===== src/hdl/dlsr_pkg.sv =====
// ----------------------------------------------------------------------------
// dlsr_pkg
// shared constants, types and state codes for the dynamic label segment
// reassembler
// ----------------------------------------------------------------------------
`timescale 1ns / 1ps
`default_nettype none

package dlsr_pkg;

	localparam int MAX_SEGMENTS  = 8;
	localparam int MAX_SEG_CHARS = 16;

	localparam int SEG_IDX_W = 3;
	localparam int LEN_W     = 5;
	localparam int ROW_W     = 128;
	localparam int WORD_W    = 64;
	localparam int WORD_BYTES = 8;

	// header bit masks
	localparam logic [7:0] HDR_TOGGLE  = 8'h80;
	localparam logic [7:0] HDR_FIRST   = 8'h40;
	localparam logic [7:0] HDR_LAST    = 8'h20;
	localparam logic [7:0] HDR_COMMAND = 8'h10;
	localparam logic [7:0] HDR_NIBBLE  = 8'h0F;
	localparam logic [7:0] HDR_SEGNUM  = 8'h70;

	localparam logic [3:0] CMD_CLEAR_DISPLAY = 4'h1;

	localparam logic RESULT_WORD  = 1'b0;
	localparam logic RESULT_CLEAR = 1'b1;

	typedef enum logic [2:0] {
		ST_IDLE,
		ST_CLEAR,
		ST_CHECK,
		ST_READ,
		ST_LO,
		ST_HI
	} dlsr_state_t;

	// one request from the sequencer to the word packer
	typedef struct packed {
		logic        valid;
		logic        clr;
		logic        final_half;
		logic [3:0]  nbytes;
		logic [3:0]  charset;
		logic [63:0] data;
	} pack_cmd_t;

endpackage

`default_nettype wire


===== src/hdl/dlsr_seg_ram.sv =====
// ----------------------------------------------------------------------------
// dlsr_seg_ram
// segment byte store: one row of sixteen characters per segment number,
// one write port, one read port with registered read data
// ----------------------------------------------------------------------------
`timescale 1ns / 1ps
`default_nettype none

module dlsr_seg_ram
	import dlsr_pkg::*;
(
	input  wire logic                 clk,
	input  wire logic                 we,
	input  wire logic [SEG_IDX_W-1:0] waddr,
	input  wire logic [ROW_W-1:0]     wdata,
	input  wire logic                 re,
	input  wire logic [SEG_IDX_W-1:0] raddr,
	output logic      [ROW_W-1:0]     rdata
);

	logic [ROW_W-1:0] mem [MAX_SEGMENTS];

	always_ff @(posedge clk) begin
		if (we) begin
			mem[waddr] <= wdata;
		end
	end

	always_ff @(posedge clk) begin
		if (re) begin
			rdata <= mem[raddr];
		end
	end

endmodule

`default_nettype wire


===== src/hdl/dlsr_word_packer.sv =====
// ----------------------------------------------------------------------------
// dlsr_word_packer
// gathers segment halves into 8-byte label words and holds the output beat
// ----------------------------------------------------------------------------
`timescale 1ns / 1ps
`default_nettype none

module dlsr_word_packer
	import dlsr_pkg::*;
(
	input  wire logic        clk,
	input  wire logic        arst_n,
	input  wire pack_cmd_t   cmd,
	output logic             cmd_ready,
	output logic             out_valid,
	input  wire logic        out_ready,
	output logic             result_kind,
	output logic [3:0]       charset,
	output logic [63:0]      label_word,
	output logic [3:0]       byte_count,
	output logic             last_word
);

	logic              out_valid_q;
	logic              flush_q;
	logic [2:0]        pend_cnt_q;
	logic [63:0]       pend_q;
	logic [3:0]        cs_q;
	logic              out_free;
	logic              take;
	logic [63:0]       masked;
	logic [127:0]      merged;
	logic [3:0]        total;

	assign out_free  = !out_valid_q || out_ready;
	assign cmd_ready = out_free && !flush_q;
	assign take      = cmd.valid && cmd_ready;

	always_comb begin
		for (int b = 0; b < WORD_BYTES; b++) begin
			masked[b*8 +: 8] = (4'(b) < cmd.nbytes) ? cmd.data[b*8 +: 8] : 8'h00;
		end
		merged = {64'h0, pend_q} | ({64'h0, masked} << {pend_cnt_q, 3'b000});
		total  = {1'b0, pend_cnt_q} + cmd.nbytes;
	end

	always_ff @(posedge clk or negedge arst_n) begin
		if (!arst_n) begin
			out_valid_q <= 1'b0;
			flush_q     <= 1'b0;
			pend_cnt_q  <= '0;
			pend_q      <= '0;
			cs_q        <= '0;
		end else begin
			if (flush_q && out_free) begin
				out_valid_q <= 1'b1;
				flush_q     <= 1'b0;
				pend_cnt_q  <= '0;
				pend_q      <= '0;
			end else if (take) begin
				if (cmd.clr) begin
					out_valid_q <= 1'b1;
				end else begin
					cs_q <= cmd.charset;
					if (total >= 4'(WORD_BYTES)) begin
						out_valid_q <= 1'b1;
						pend_q      <= merged[127:64];
						pend_cnt_q  <= 3'(total - 4'(WORD_BYTES));
						flush_q     <= cmd.final_half && (total != 4'(WORD_BYTES));
					end else if (cmd.final_half) begin
						out_valid_q <= 1'b1;
						pend_q      <= '0;
						pend_cnt_q  <= '0;
					end else begin
						out_valid_q <= 1'b0;
						pend_q      <= merged[63:0];
						pend_cnt_q  <= total[2:0];
					end
				end
			end else if (out_valid_q && out_ready) begin
				out_valid_q <= 1'b0;
			end
		end
	end

	// output beat payload
	always_ff @(posedge clk) begin
		if (flush_q && out_free) begin
			result_kind <= RESULT_WORD;
			charset     <= cs_q;
			label_word  <= pend_q;
			byte_count  <= {1'b0, pend_cnt_q};
			last_word   <= 1'b1;
		end else if (take) begin
			if (cmd.clr) begin
				result_kind <= RESULT_CLEAR;
				charset     <= '0;
				label_word  <= '0;
				byte_count  <= '0;
				last_word   <= 1'b1;
			end else if (total >= 4'(WORD_BYTES)) begin
				result_kind <= RESULT_WORD;
				charset     <= cmd.charset;
				label_word  <= merged[63:0];
				byte_count  <= 4'(WORD_BYTES);
				last_word   <= cmd.final_half && (total == 4'(WORD_BYTES));
			end else if (cmd.final_half) begin
				result_kind <= RESULT_WORD;
				charset     <= cmd.charset;
				label_word  <= merged[63:0];
				byte_count  <= total;
				last_word   <= 1'b1;
			end
		end
	end

	assign out_valid = out_valid_q;

endmodule

`default_nettype wire


===== src/hdl/dynamic_label_segment_reassembler.sv =====
// ----------------------------------------------------------------------------
// dynamic_label_segment_reassembler
// caches label segments in a segment memory and emits the completed label
// as 8-byte words with its charset
// ----------------------------------------------------------------------------
// out_valid for a remove-label beat is set by the packer from ST_CLEAR; for a
//   completing segment the sequencer passes ST_CHECK, ST_READ and ST_LO before
//   the packer can register a word; output stalls hold ST_CLEAR, ST_LO and ST_HI
// in_ready is low in ST_CHECK after a stored segment and in ST_CLEAR after a
//   remove-label beat; a completed label holds it low through ST_READ, ST_LO
//   and, for a segment over 8 chars, ST_HI per segment, via the one read port
// reset: segment flags, toggle and charset clear at once, no clearing pass
`timescale 1ns / 1ps
`default_nettype none

module dynamic_label_segment_reassembler
	import dlsr_pkg::*;
(
	input  wire logic        clk,
	input  wire logic        arst_n,
	input  wire logic        in_valid,
	output logic             in_ready,
	input  wire logic [7:0]  header_first,
	input  wire logic [7:0]  header_second,
	input  wire logic [63:0] chars_low,
	input  wire logic [63:0] chars_high,
	output logic             out_valid,
	input  wire logic        out_ready,
	output logic             result_kind,
	output logic [3:0]       charset,
	output logic [63:0]      label_word,
	output logic [3:0]       byte_count,
	output logic             last_word
);

	dlsr_state_t state_q, state_nxt;

	logic [MAX_SEGMENTS-1:0] seg_valid_q;
	logic [MAX_SEGMENTS-1:0] seg_last_q;
	logic [LEN_W-1:0]        seg_len_q [MAX_SEGMENTS];
	logic                    toggle_q;
	logic [3:0]              charset_q;
	logic [SEG_IDX_W-1:0]    seg_idx_q;
	logic [SEG_IDX_W-1:0]    end_idx_q;

	logic                    accept;
	logic                    is_cmd;
	logic                    is_remove;
	logic                    in_toggle;
	logic                    cache_flush;
	logic [MAX_SEGMENTS-1:0] valid_eff;
	logic [MAX_SEGMENTS-1:0] last_eff;
	logic [SEG_IDX_W-1:0]    segnum;
	logic [LEN_W-1:0]        new_len;
	logic                    store;

	logic                    done;
	logic [SEG_IDX_W-1:0]    done_idx;
	logic                    chain_ok;

	logic [LEN_W-1:0]        cur_len;
	logic                    long_seg;
	logic                    at_end;

	logic                    mem_we;
	logic                    mem_re;
	logic [ROW_W-1:0]        mem_rdata;
	pack_cmd_t               pk_cmd;
	logic                    pk_ready;

	// input decode
	always_comb begin
		accept      = in_valid && in_ready;
		is_cmd      = (header_first & HDR_COMMAND) != 8'h00;
		is_remove   = (header_first[3:0] == CMD_CLEAR_DISPLAY);
		in_toggle   = (header_first & HDR_TOGGLE) != 8'h00;
		cache_flush = (|seg_valid_q) && (in_toggle != toggle_q);
		valid_eff   = cache_flush ? '0 : seg_valid_q;
		last_eff    = cache_flush ? '0 : seg_last_q;
		segnum      = ((header_first & HDR_FIRST) != 8'h00) ? '0
			: SEG_IDX_W'((header_second & HDR_SEGNUM) >> 4);
		new_len     = LEN_W'(header_first & HDR_NIBBLE) + LEN_W'(1);
		if (new_len > LEN_W'(MAX_SEG_CHARS)) begin
			new_len = LEN_W'(MAX_SEG_CHARS);
		end
		store       = (int'(segnum) < MAX_SEGMENTS) && !valid_eff[segnum];
	end

	// completion scan over the segment flags
	always_comb begin
		done     = 1'b0;
		done_idx = '0;
		chain_ok = 1'b1;
		for (int i = 0; i < MAX_SEGMENTS; i++) begin
			if (chain_ok && !done) begin
				if (!seg_valid_q[i]) begin
					chain_ok = 1'b0;
				end else if (seg_last_q[i]) begin
					done     = 1'b1;
					done_idx = SEG_IDX_W'(i);
				end
			end
		end
	end

	always_comb begin
		cur_len  = seg_len_q[seg_idx_q];
		long_seg = cur_len > LEN_W'(WORD_BYTES);
		at_end   = seg_idx_q == end_idx_q;
	end

	// next state
	always_comb begin
		state_nxt = state_q;
		unique case (state_q)
			ST_IDLE: begin
				if (accept) begin
					if (is_cmd) begin
						state_nxt = is_remove ? ST_CLEAR : ST_IDLE;
					end else begin
						state_nxt = store ? ST_CHECK : ST_IDLE;
					end
				end
			end
			ST_CLEAR: begin
				if (pk_ready) begin
					state_nxt = ST_IDLE;
				end
			end
			ST_CHECK: begin
				state_nxt = done ? ST_READ : ST_IDLE;
			end
			ST_READ: begin
				state_nxt = ST_LO;
			end
			ST_LO: begin
				if (pk_ready) begin
					if (long_seg) begin
						state_nxt = ST_HI;
					end else begin
						state_nxt = at_end ? ST_IDLE : ST_READ;
					end
				end
			end
			ST_HI: begin
				if (pk_ready) begin
					state_nxt = at_end ? ST_IDLE : ST_READ;
				end
			end
			default: state_nxt = ST_IDLE;
		endcase
	end

	// outputs of the sequencer
	always_comb begin
		in_ready = 1'b0;
		mem_we   = 1'b0;
		mem_re   = 1'b0;
		pk_cmd   = '0;
		pk_cmd.charset = charset_q;
		unique case (state_q)
			ST_IDLE: begin
				in_ready = 1'b1;
				mem_we   = accept && !is_cmd && store;
			end
			ST_CLEAR: begin
				pk_cmd.valid      = 1'b1;
				pk_cmd.clr        = 1'b1;
				pk_cmd.final_half = 1'b1;
			end
			ST_CHECK: begin
			end
			ST_READ: begin
				mem_re = 1'b1;
			end
			ST_LO: begin
				pk_cmd.valid      = 1'b1;
				pk_cmd.data       = mem_rdata[63:0];
				pk_cmd.nbytes     = long_seg ? 4'(WORD_BYTES) : cur_len[3:0];
				pk_cmd.final_half = at_end && !long_seg;
			end
			ST_HI: begin
				pk_cmd.valid      = 1'b1;
				pk_cmd.data       = mem_rdata[127:64];
				pk_cmd.nbytes     = 4'(cur_len - LEN_W'(WORD_BYTES));
				pk_cmd.final_half = at_end;
			end
			default: begin
			end
		endcase
	end

	always_ff @(posedge clk or negedge arst_n) begin
		if (!arst_n) begin
			state_q     <= ST_IDLE;
			seg_valid_q <= '0;
			seg_last_q  <= '0;
			toggle_q    <= 1'b0;
			charset_q   <= '0;
			seg_idx_q   <= '0;
			end_idx_q   <= '0;
		end else begin
			state_q <= state_nxt;
			if (state_q == ST_IDLE && accept && !is_cmd) begin
				seg_valid_q <= valid_eff | (MAX_SEGMENTS'(store) << segnum);
				seg_last_q  <= last_eff | (MAX_SEGMENTS'(store
					&& ((header_first & HDR_LAST) != 8'h00)) << segnum);
				if (store) begin
					toggle_q <= in_toggle;
					if (segnum == '0) begin
						charset_q <= header_second[7:4];
					end
				end
			end
			if (state_q == ST_CHECK) begin
				seg_idx_q <= '0;
				end_idx_q <= done_idx;
			end
			if (pk_ready && ((state_q == ST_LO && !long_seg) || state_q == ST_HI)) begin
				seg_idx_q <= seg_idx_q + SEG_IDX_W'(1);
			end
		end
	end

	// segment lengths, only read for held segments
	always_ff @(posedge clk) begin
		if (mem_we) begin
			seg_len_q[segnum] <= new_len;
		end
	end

	dlsr_seg_ram u_seg_ram (
		.clk   (clk),
		.we    (mem_we),
		.waddr (segnum),
		.wdata ({chars_high, chars_low}),
		.re    (mem_re),
		.raddr (seg_idx_q),
		.rdata (mem_rdata)
	);

	dlsr_word_packer u_packer (
		.clk         (clk),
		.arst_n      (arst_n),
		.cmd         (pk_cmd),
		.cmd_ready   (pk_ready),
		.out_valid   (out_valid),
		.out_ready   (out_ready),
		.result_kind (result_kind),
		.charset     (charset),
		.label_word  (label_word),
		.byte_count  (byte_count),
		.last_word   (last_word)
	);

	// the sequencer never writes and reads the segment memory together
	a_no_rw_overlap: assert property (@(posedge clk) disable iff (!arst_n)
		mem_we |-> !mem_re)
		else $error("segment memory written and read in one cycle");

	// only held segments are read back
	a_read_held: assert property (@(posedge clk) disable iff (!arst_n)
		mem_re |-> seg_valid_q[seg_idx_q])
		else $error("read of a segment that is not held");

	// the walk never passes the closing segment
	a_idx_bound: assert property (@(posedge clk) disable iff (!arst_n)
		(state_q == ST_LO || state_q == ST_HI || state_q == ST_READ)
		|-> seg_idx_q <= end_idx_q)
		else $error("segment walk past the last segment");

	// a second half is only sent for a segment longer than one word
	a_hi_long: assert property (@(posedge clk) disable iff (!arst_n)
		state_q == ST_HI |-> long_seg)
		else $error("upper half sent for a short segment");

endmodule

`default_nettype wire


===== config.mk =====
export PLATFORM = sky130hd
export DESIGN_NAME = dynamic_label_segment_reassembler
export DESIGN_NICKNAME = d
export VERILOG_FILES = /design/src/hdl/dlsr_pkg.sv /design/src/hdl/dlsr_seg_ram.sv /design/src/hdl/dlsr_word_packer.sv /design/src/hdl/dynamic_label_segment_reassembler.sv
export SDC_FILE = /design/constraint.sdc
export NUM_CORES = 1
export LEC_CHECK = 0
export ABC_AREA = 1
export BUFFER_PORTS_ARGS = -buffer_cell sky130_fd_sc_hd__buf_2
export CAP_MARGIN = 40
export CORE_UTILIZATION = 45
export DETAILED_ROUTE_END_ITERATION = 8
export GPL_TIMING_DRIVEN = 0
export PLACE_DENSITY = 0.72
export SYNTH_ARGS = -nofsm -noshare
export SYNTH_HDL_FRONTEND = slang
export SYNTH_SLANG_ARGS = --single-unit
export TNS_END_PERCENT = 20

===== constraint.sdc =====
create_clock -name clk -period 17.6 [get_ports clk]
set_clock_uncertainty 0.2 [all_clocks]
set_input_delay 0.88 -clock clk [delete_from_list [all_inputs] [get_ports clk]]
set_output_delay 0.88 -clock clk [all_outputs]
set_load 0.005 [all_outputs]

==> summary.md, run 1 <==
| Metric | Value |
|---|---|
| Initial core utilization | `45.6%` |
| Top cell type's share of synthesized area | `67.1%` |
| PortBufs | `219` |
| CTS Hold Buffers Added | `0` |
| CTS Buf Count | `141` |
| CP endpoint kind | `register` |
| Sequential share of the synthesized area | `71.7%` |
| Worst setup path category | `register to register` |
| GRT Overall Usage | `27.7%` |
| Clk Latency, worst-skew pair | `0.78 ns` |
| P_leak | `23.9 nW` |
| Fin. Hold Viols | `0` |
| Non-Filler Instances | `7127` |
| Vias in the first global route | `39200` |
| Achievable frequency | `207 MHz` |
| FF-to-FF path depth | `20` |
| Synth top area cells | `edfxtp_1 (67%), nor2_1 (6.4%), o21ai_0 (5.2%), dfrtp_1 (4.6%), nand3_1 (3.7%)` |
| Post-CTS Setup Repair Bufs | `0` |
| Max-cap violations | `0` |
| Layout area overhead | `16.4%` |
| Max Slew Vio Count | `0` |
| Synth Area in Compound Gates | `10.0%` |
| Longest Clk Path Bufs | `3` |
| Synth Register Bits | `1369` |
| Post-synth net total | `5024` |
| CP Launch Type | `register` |
| # rows | `129` |
| Largest net degree at the start of global routing | `73` |
| Post-layout minimum cycle time | `4.82 ns` |
| CORE AREA | `0.124 mm^2` |
| CTS Root Cell | `clkbuf_16` |
| Worst hold slack | `0.0284 ns` |
| Htree depth | `4` |
| Worst path most repeated cell | `inv_1` |
| Post-cts resize count | `0` |
| Vias | `41400` |
| Xor/xnor share of the synthesized area | `0.124%` |
| Commonest non-fill, non-tap cells in the layout | `edfxtp_1 (1263), nor2_1 (960), o21ai_0 (585)` |
| Post-synthesis simple-gate area fraction | `14.3%` |
| Initial antenna violation count | `44` |
| Status | `completed` |
| Die width | `357 um` |
| Via density | `5.80` |
| Synth warn | `0` |
| Critical Path Slowest Stage Cell | `xor2_1` |
| Top cell type by total area after synthesis | `edfxtp_1` |
| Required time worst endpoint | `17.83 ns` |
| Final Cell Area | `0.0659 mm^2` |
| Num ports | `224` |
| Share of cells above drive strength 1 | `11.5%` |
| Post-synth cell types | `47` |
| Worst Tran Pin Value | `0.957 ns` |
| Crit path max fanout | `70` |
| IR Drop Worst-Case VDD | `0.000107 V` |
| Commonest non-fill, non-tap cell in the layout | `edfxtp_1` |
| Initial DRC Count | `6063` |
| Crit path DAT | `5.05 ns` |
| Placed cell areas | `0.0613 mm^2` |
| # setup viols final | `0` |
| Clock-pin slew on the worst setup and hold paths | `0.07 ns` |
| DRT Wirelength | `179000 um` |
| Pre-Repair DR Iteration Count | `6` |
| Combinational family with the most area after synthesis | `simple AND/OR/NAND/NOR gates` |
| Worst hold path class | `input pin to async pin` |
| Synthesized instance count | `4869` |
| DR WL/cell | `25.1 um` |
| Worst slew margin | `36.2%` |
| CTS tree | `done` |
| DIE AREA | `0.127 mm^2` |
| Critical path, cell by cell | `buf_2 > inv_1 > buf_2 > nand2_1 > nand2_1 > nor2_1 > nand2_1 > nand2_4 > nand3_1 > inv_1 > ha_1 > a21o_1 > a21oi_1 > xor2_1 > inv_1 > nor2_1 > inv_1 > nand3_1 > nand2_4 > buf_16` |
| Post-route ant nets | `0` |
| Die height | `357 um` |
| Num Clock Sinks | `1369` |
| Drt drc | `0` |
| Post-synthesis mux area share | `0%` |
| Crit share post-route | `27.4%` |
| # nets final | `5515` |
| Avg Synthesized Cell Area | `11.6 um^2` |
| Fill count | `10300` |
| Fin worst setup slack | `12.78 ns` |
| Post-detail-place hpwl | `130000 um` |
| RSZ-0062 raised after global routing | `no` |
| GR Overflow Total | `0` |
| Worst path max stage delay | `0.46 ns` |
| DP Cell Count | `6853` |
| Adder-cell share of the synthesized area | `0.168%` |
| Cell area power density | `146 mW/mm^2` |
| Mapped Area | `0.0566 mm^2` |
| Post-Place Setup Slack | `12.41 ns` |
| Gpl congestion | `1.01` |
| Global-route wire length before repair | `258000 um` |
==> path summary, 6_finish.rpt <==
check	from	to	slack (ns)
max in group asynchronous	arst_n	u_packer.pend_q[36]	16.40
hold / removal	arst_n	u_packer.cs_q[1]	0.03
setup / recovery	seg_idx_q[2]	u_packer.label_word[40]	12.78
min in group clk	header_first[7]	toggle_q	0.15
hold reg to reg	u_packer.pend_q[44]	u_packer.pend_q[44]	0.28
setup reg to reg	seg_idx_q[2]	u_packer.label_word[40]	12.78
==> cell type report <==
cell class,count,area [um^2],area share [%]
clock buffer,172,3710,5.63
multi-input combinational,2980,14000,21.3
antenna,16,40.0,0.0608
buffer,313,1280,1.94
clock inverter,85,830,1.26
tap,1637,2050,3.11
timing repair buffer,348,2600,3.95
sequential,1369,40600,61.6
inverter,207,781,1.19
==> per-layer routing <==
| layer | GRT usage (%) | wire (um) |
|---|---|---|
| met1 | 36.3 | 68400 |
| met2 | 43.9 | 83000 |
| met3 | 7.18 | 19700 |
| met4 | 11.6 | 7740 |
| met5 | 0 | 256 |
==> cells in the mapped netlist (all sizes together) <==
| cell | count |
|---|---|
| buf | 73 |
| nand3 | 429 |
| inv | 204 |
| a31oi | 133 |
| o22ai | 154 |
| and2 | 1 |
| clkbuf | 240 |
| a21boi | 7 |
| nand4 | 17 |
| xnor2 | 3 |
| dfxtp | 3 |
| a21o | 1 |
| clkinv | 3 |
| dfrtp | 103 |
| a22o | 65 |
| o21a | 2 |
| fa | 1 |
| ha | 6 |
| a2bb2oi | 1 |
| a21oi | 12 |
| nand2 | 536 |
| o21ai | 613 |
| a22oi | 1 |
| nor4 | 5 |
| o32ai | 4 |
| xor2 | 5 |
| o2111ai | 2 |
| nor2 | 966 |
| nor3 | 6 |
| edfxtp | 1263 |
| o211ai | 1 |
| o31ai | 1 |
| nand3b | 8 |
==> sequential cells by signal, indices dropped and copies added (netlist names), 3 cells and up <==
register	flops
seg_last_q	8
u_packer.byte_count	4
u_seg_ram.mem	1024
u_seg_ram.rdata	128
seg_valid_q	8
u_packer.pend_q	64
u_packer.cs_q	4
seg_idx_q	3
u_packer.charset	4
u_packer.label_word	64
end_idx_q	3
charset_q	4
seg_len_q	40
state_q	3
u_packer.pend_cnt_q	3
==> critical path: cells and delay by family, from the launching register on <==
kind	cells	cell delay, ns
simple gates	9	1.45
flops	1	0.36
xor+xnor	1	0.46
fa+ha+maj	1	0.28
buf+inv	7	1.35
compound gates	2	0.31
==> report_power, final <==
part	switching (mW)	total (mW)	internal [mW]	leakage, nW
clock	1.28	2.93	1.65	2.21
sequential	0.0891	3.95	3.86	12.7
combinational	2.04	2.76	0.721	8.93
==> through the flow <==
step	utilization (%)	power, mW	setup TNS, ns
floorplan	-	5.59	0
global placement	48.1	6.65	-3370.08
detailed placement	49.4	6.70	0
CTS	53.0	9.59	0
global route	53.0	10.0	0
finish	53.1	9.64	0
==> kinds of logic (layout without fill, tap and decap cells) <==
| kind of cell | Yosys count | count (layout) |
|---|---|---|
| xor+xnor | 8 | 8 |
| other cells | 0 | 16 |
| flops | 1369 | 1369 |
| compound gates | 997 | 997 |
| simple gates | 1968 | 1968 |
| fa+ha+maj | 7 | 7 |
| buf+inv | 520 | 1125 |
No activity file was read; power rests on OpenSTA's default activity.
==> run 2, diff against run 1 <==
- clock period: 17.6 -> 4.7 ns (I/O delays scaled with it)
==> run 2 against run 1 <==
  * Combinational power rose to 3.8 times the previous value
  * Clock power grew to 3.7 times the previous value
  * Setup slack got worse by 13 ns
  * Critical endpoint is now u_seg_ram.rdata[83]
  * Highest routed layer unchanged
==> summary.md, run 2 (synthesis gave the netlist of run 1 again) <==
| Metric | Value |
|---|---|
| IR Drop Worst-Case VDD | `0.000385 V (was 0.000107 V)` |
| Met3 global-route usage | `5.97% (was 7.18%)` |
| Initial DRC Count | `6112 (was 6063)` |
| Die width | `357 um (unchanged)` |
| Flip-flop count of the largest register after layout | `1024 (unchanged)` |
| RSZ-0062 raised after global routing | `no (unchanged)` |
| Initial core utilization | `45.6% (unchanged)` |
| DRT Wirelength | `178000 um (was 179000 um)` |
| Pre-Repair DR Iteration Count | `6 (unchanged)` |
| CP endpoint kind | `register (unchanged)` |
| Post-CTS Setup Repair Bufs | `0 (unchanged)` |
| Post-Place Setup Slack | `-0.244 ns (was 12.41 ns)` |
| Grt peak-use layer | `met2 (unchanged)` |
| Largest registers | `u_seg_ram.mem x1024, u_seg_ram.rdata x128 (unchanged)` |
| Fin. Hold Viols | `0 (unchanged)` |
| DR WL/cell | `24.6 um (was 25.1 um)` |
| Post-detail-place hpwl | `128000 um (was 130000 um)` |
| Crit share post-route | `98.1% (was 27.4%)` |
| CORE AREA | `0.124 mm^2 (unchanged)` |
| Num ports | `224 (unchanged)` |
| Gpl congestion | `0.994 (was 1.01)` |
| Clock-pin slew on the worst setup and hold paths | `0.06 ns (was 0.07 ns)` |
| GR Overflow Total | `0 (unchanged)` |
| Worst reg-to-reg setup slack | `0.09 ns (was 12.78 ns)` |
| Drt drc | `0 (unchanged)` |
| Reg with most FFs | `u_seg_ram.mem (unchanged)` |
| Required time worst endpoint | `4.93 ns (was 17.83 ns)` |
| Max-cap violations | `0 (unchanged)` |
| CTS tree | `done (unchanged)` |
| PortBufs | `219 (unchanged)` |
| Via density | `5.78 (was 5.80)` |
| P_leak | `24.4 nW (was 23.9 nW)` |
| Commonest non-fill, non-tap cell in the layout | `edfxtp_1 (unchanged)` |
| Crit path DAT | `4.85 ns (was 5.05 ns)` |
| CTS Buf Count | `140 (was 141)` |
| Post-layout minimum cycle time | `4.61 ns (was 4.82 ns)` |
| Fin util | `54.4% (was 53.1%)` |
| Commonest non-fill, non-tap cells in the layout | `edfxtp_1 (1263), nor2_1 (955), o21ai_0 (584) (was edfxtp_1 (1263), nor2_1 (960), o21ai_0 (585))` |
| Cell area power density | `536 mW/mm^2 (was 146 mW/mm^2)` |
| Num Clock Sinks | `1369 (unchanged)` |
| Worst slew margin | `37.6% (was 36.2%)` |
| Initial antenna violation count | `21 (was 44)` |
| Die height | `357 um (unchanged)` |
| Share of cells above drive strength 1 | `10.8% (was 11.5%)` |
| Met1 global-route usage | `37.8% (was 36.3%)` |
| # setup viols final | `0 (unchanged)` |
| Clk Latency, worst-skew pair | `0.79 ns (was 0.78 ns)` |
| Worst Tran Pin Value | `0.932 ns (was 0.957 ns)` |
| CP Launch Type | `register (unchanged)` |
| Post-route ant nets | `0 (unchanged)` |
| # nets final | `5634 (was 5515)` |
| Longest Clk Path Bufs | `3 (unchanged)` |
| GR Util met2 | `43.8% (was 43.9%)` |
| Placed cell areas | `0.0613 mm^2 (about the same)` |
| Fill count | `10200 (was 10300)` |
| Fin worst setup slack | `0.0895 ns (was 12.78 ns)` |
| Achievable frequency | `217 MHz (was 207 MHz)` |
| Layout area overhead | `19.4% (was 16.4%)` |
| Global-route wire length before repair | `260000 um (was 258000 um)` |
| Crit path max fanout | `10 (was 70)` |
| Setup TNS | `0 ns (unchanged)` |
| Worst hold path class | `input pin to register (was input pin to async pin)` |
| Htree depth | `4 (unchanged)` |
| # rows | `129 (unchanged)` |
| Worst setup path category | `register to register (unchanged)` |
| GRT Overall Usage | `27.9% (was 27.7%)` |
| Vias in the first global route | `39600 (was 39200)` |
| Max Slew Vio Count | `0 (unchanged)` |
| DIE AREA | `0.127 mm^2 (unchanged)` |
| Final Power | `36.2 mW (was 9.64 mW)` |
| Final Cell Area | `0.0675 mm^2 (was 0.0659 mm^2)` |
| Vias | `41800 (was 41400)` |
| Largest net degree at the start of global routing | `53 (was 73)` |
| CTS Root Cell | `clkbuf_16 (unchanged)` |
| Status | `completed (unchanged)` |
run 2: cell count changes in the layout (fill, tap and decap cells not counted), moves of 10 or more:
| cell | delta |
|---|---|
| clkinv_2 | -10 |
| buf_8 | +16 |
| buf_6 | +18 |
| buf_2 | -16 |
| dlygate4sd3_1 | +154 |
| buf_4 | -61 |
run 2: final timing paths:
check	startpoint	endpoint	cells after the start
max	seg_idx_q[0]	u_seg_ram.rdata[83]	11
min	chars_high[27]	u_seg_ram.mem[6][91]	2
max reg2reg	seg_idx_q[0]	u_seg_ram.rdata[83]	11
min reg2reg	u_packer.last_word	u_packer.last_word	2
max in group asynchronous	arst_n	u_packer.pend_q[44]	4
min in group asynchronous	arst_n	state_q[2]	4
run 2: layer usage:
layer  routed length [um]  vias up
met4                 7260       22
met2                82000     2565
met1                69500    20100
met5                  141        -
met3                19100      395
li1                     -    18700
run 2: where the power goes:
| part | internal, mW | switching (mW) | leakage (nW) | total [mW] |
|---|---|---|---|---|
| logic | 2.83 | 7.65 | 9.52 | 10.5 |
| clock network | 6.13 | 4.76 | 2.18 | 10.9 |
| registers | 14.5 | 0.336 | 12.7 | 14.8 |
| total | 23.4 | 12.8 | 24.4 | 36.2 |
run 2: what timing repair did:
item	CTS	global route
endpoints found under the hold margin	1259	0
setup endpoints to repair	72	141
pin swaps	1	1
cloned	1	0
hold buffers	155	0
gates resized for setup	3	19
run 2: layout make-up:
cell class	instances	area, um^2	area share, %
Multi-Input combinational cell	2981	14100	20.9
Buffer	312	1290	1.91
Timing Repair Buffer	468	4210	6.24
Antenna cell	14	35.0	0.0519
Clock inverter	73	734	1.09
Inverter	207	781	1.16
Clock buffer	176	3760	5.57
Tap cell	1637	2050	3.03
Sequential cell	1369	40600	60.1
run 2: worst max-delay path: stages (launching register included):
cell      delay [ns]
dfrtp_1         0.41
buf_4           0.20
buf_4           0.36
clkbuf_1        0.46
buf_6           0.23
clkbuf_1        0.55
buf_8           0.24
clkbuf_1        0.51
nor2_1          0.10
nor2_1          0.11
o21ai_0         0.11
a31oi_1         0.74
run 2: metrics by stage:
stage               hold slack, ns  instances
finish                      0.0727       7237
CTS                         0.0406       7222
global placement             0.250       6725
floorplan                   -0.261       4869
detailed placement          0.0467       6817
global route                0.0681       7227
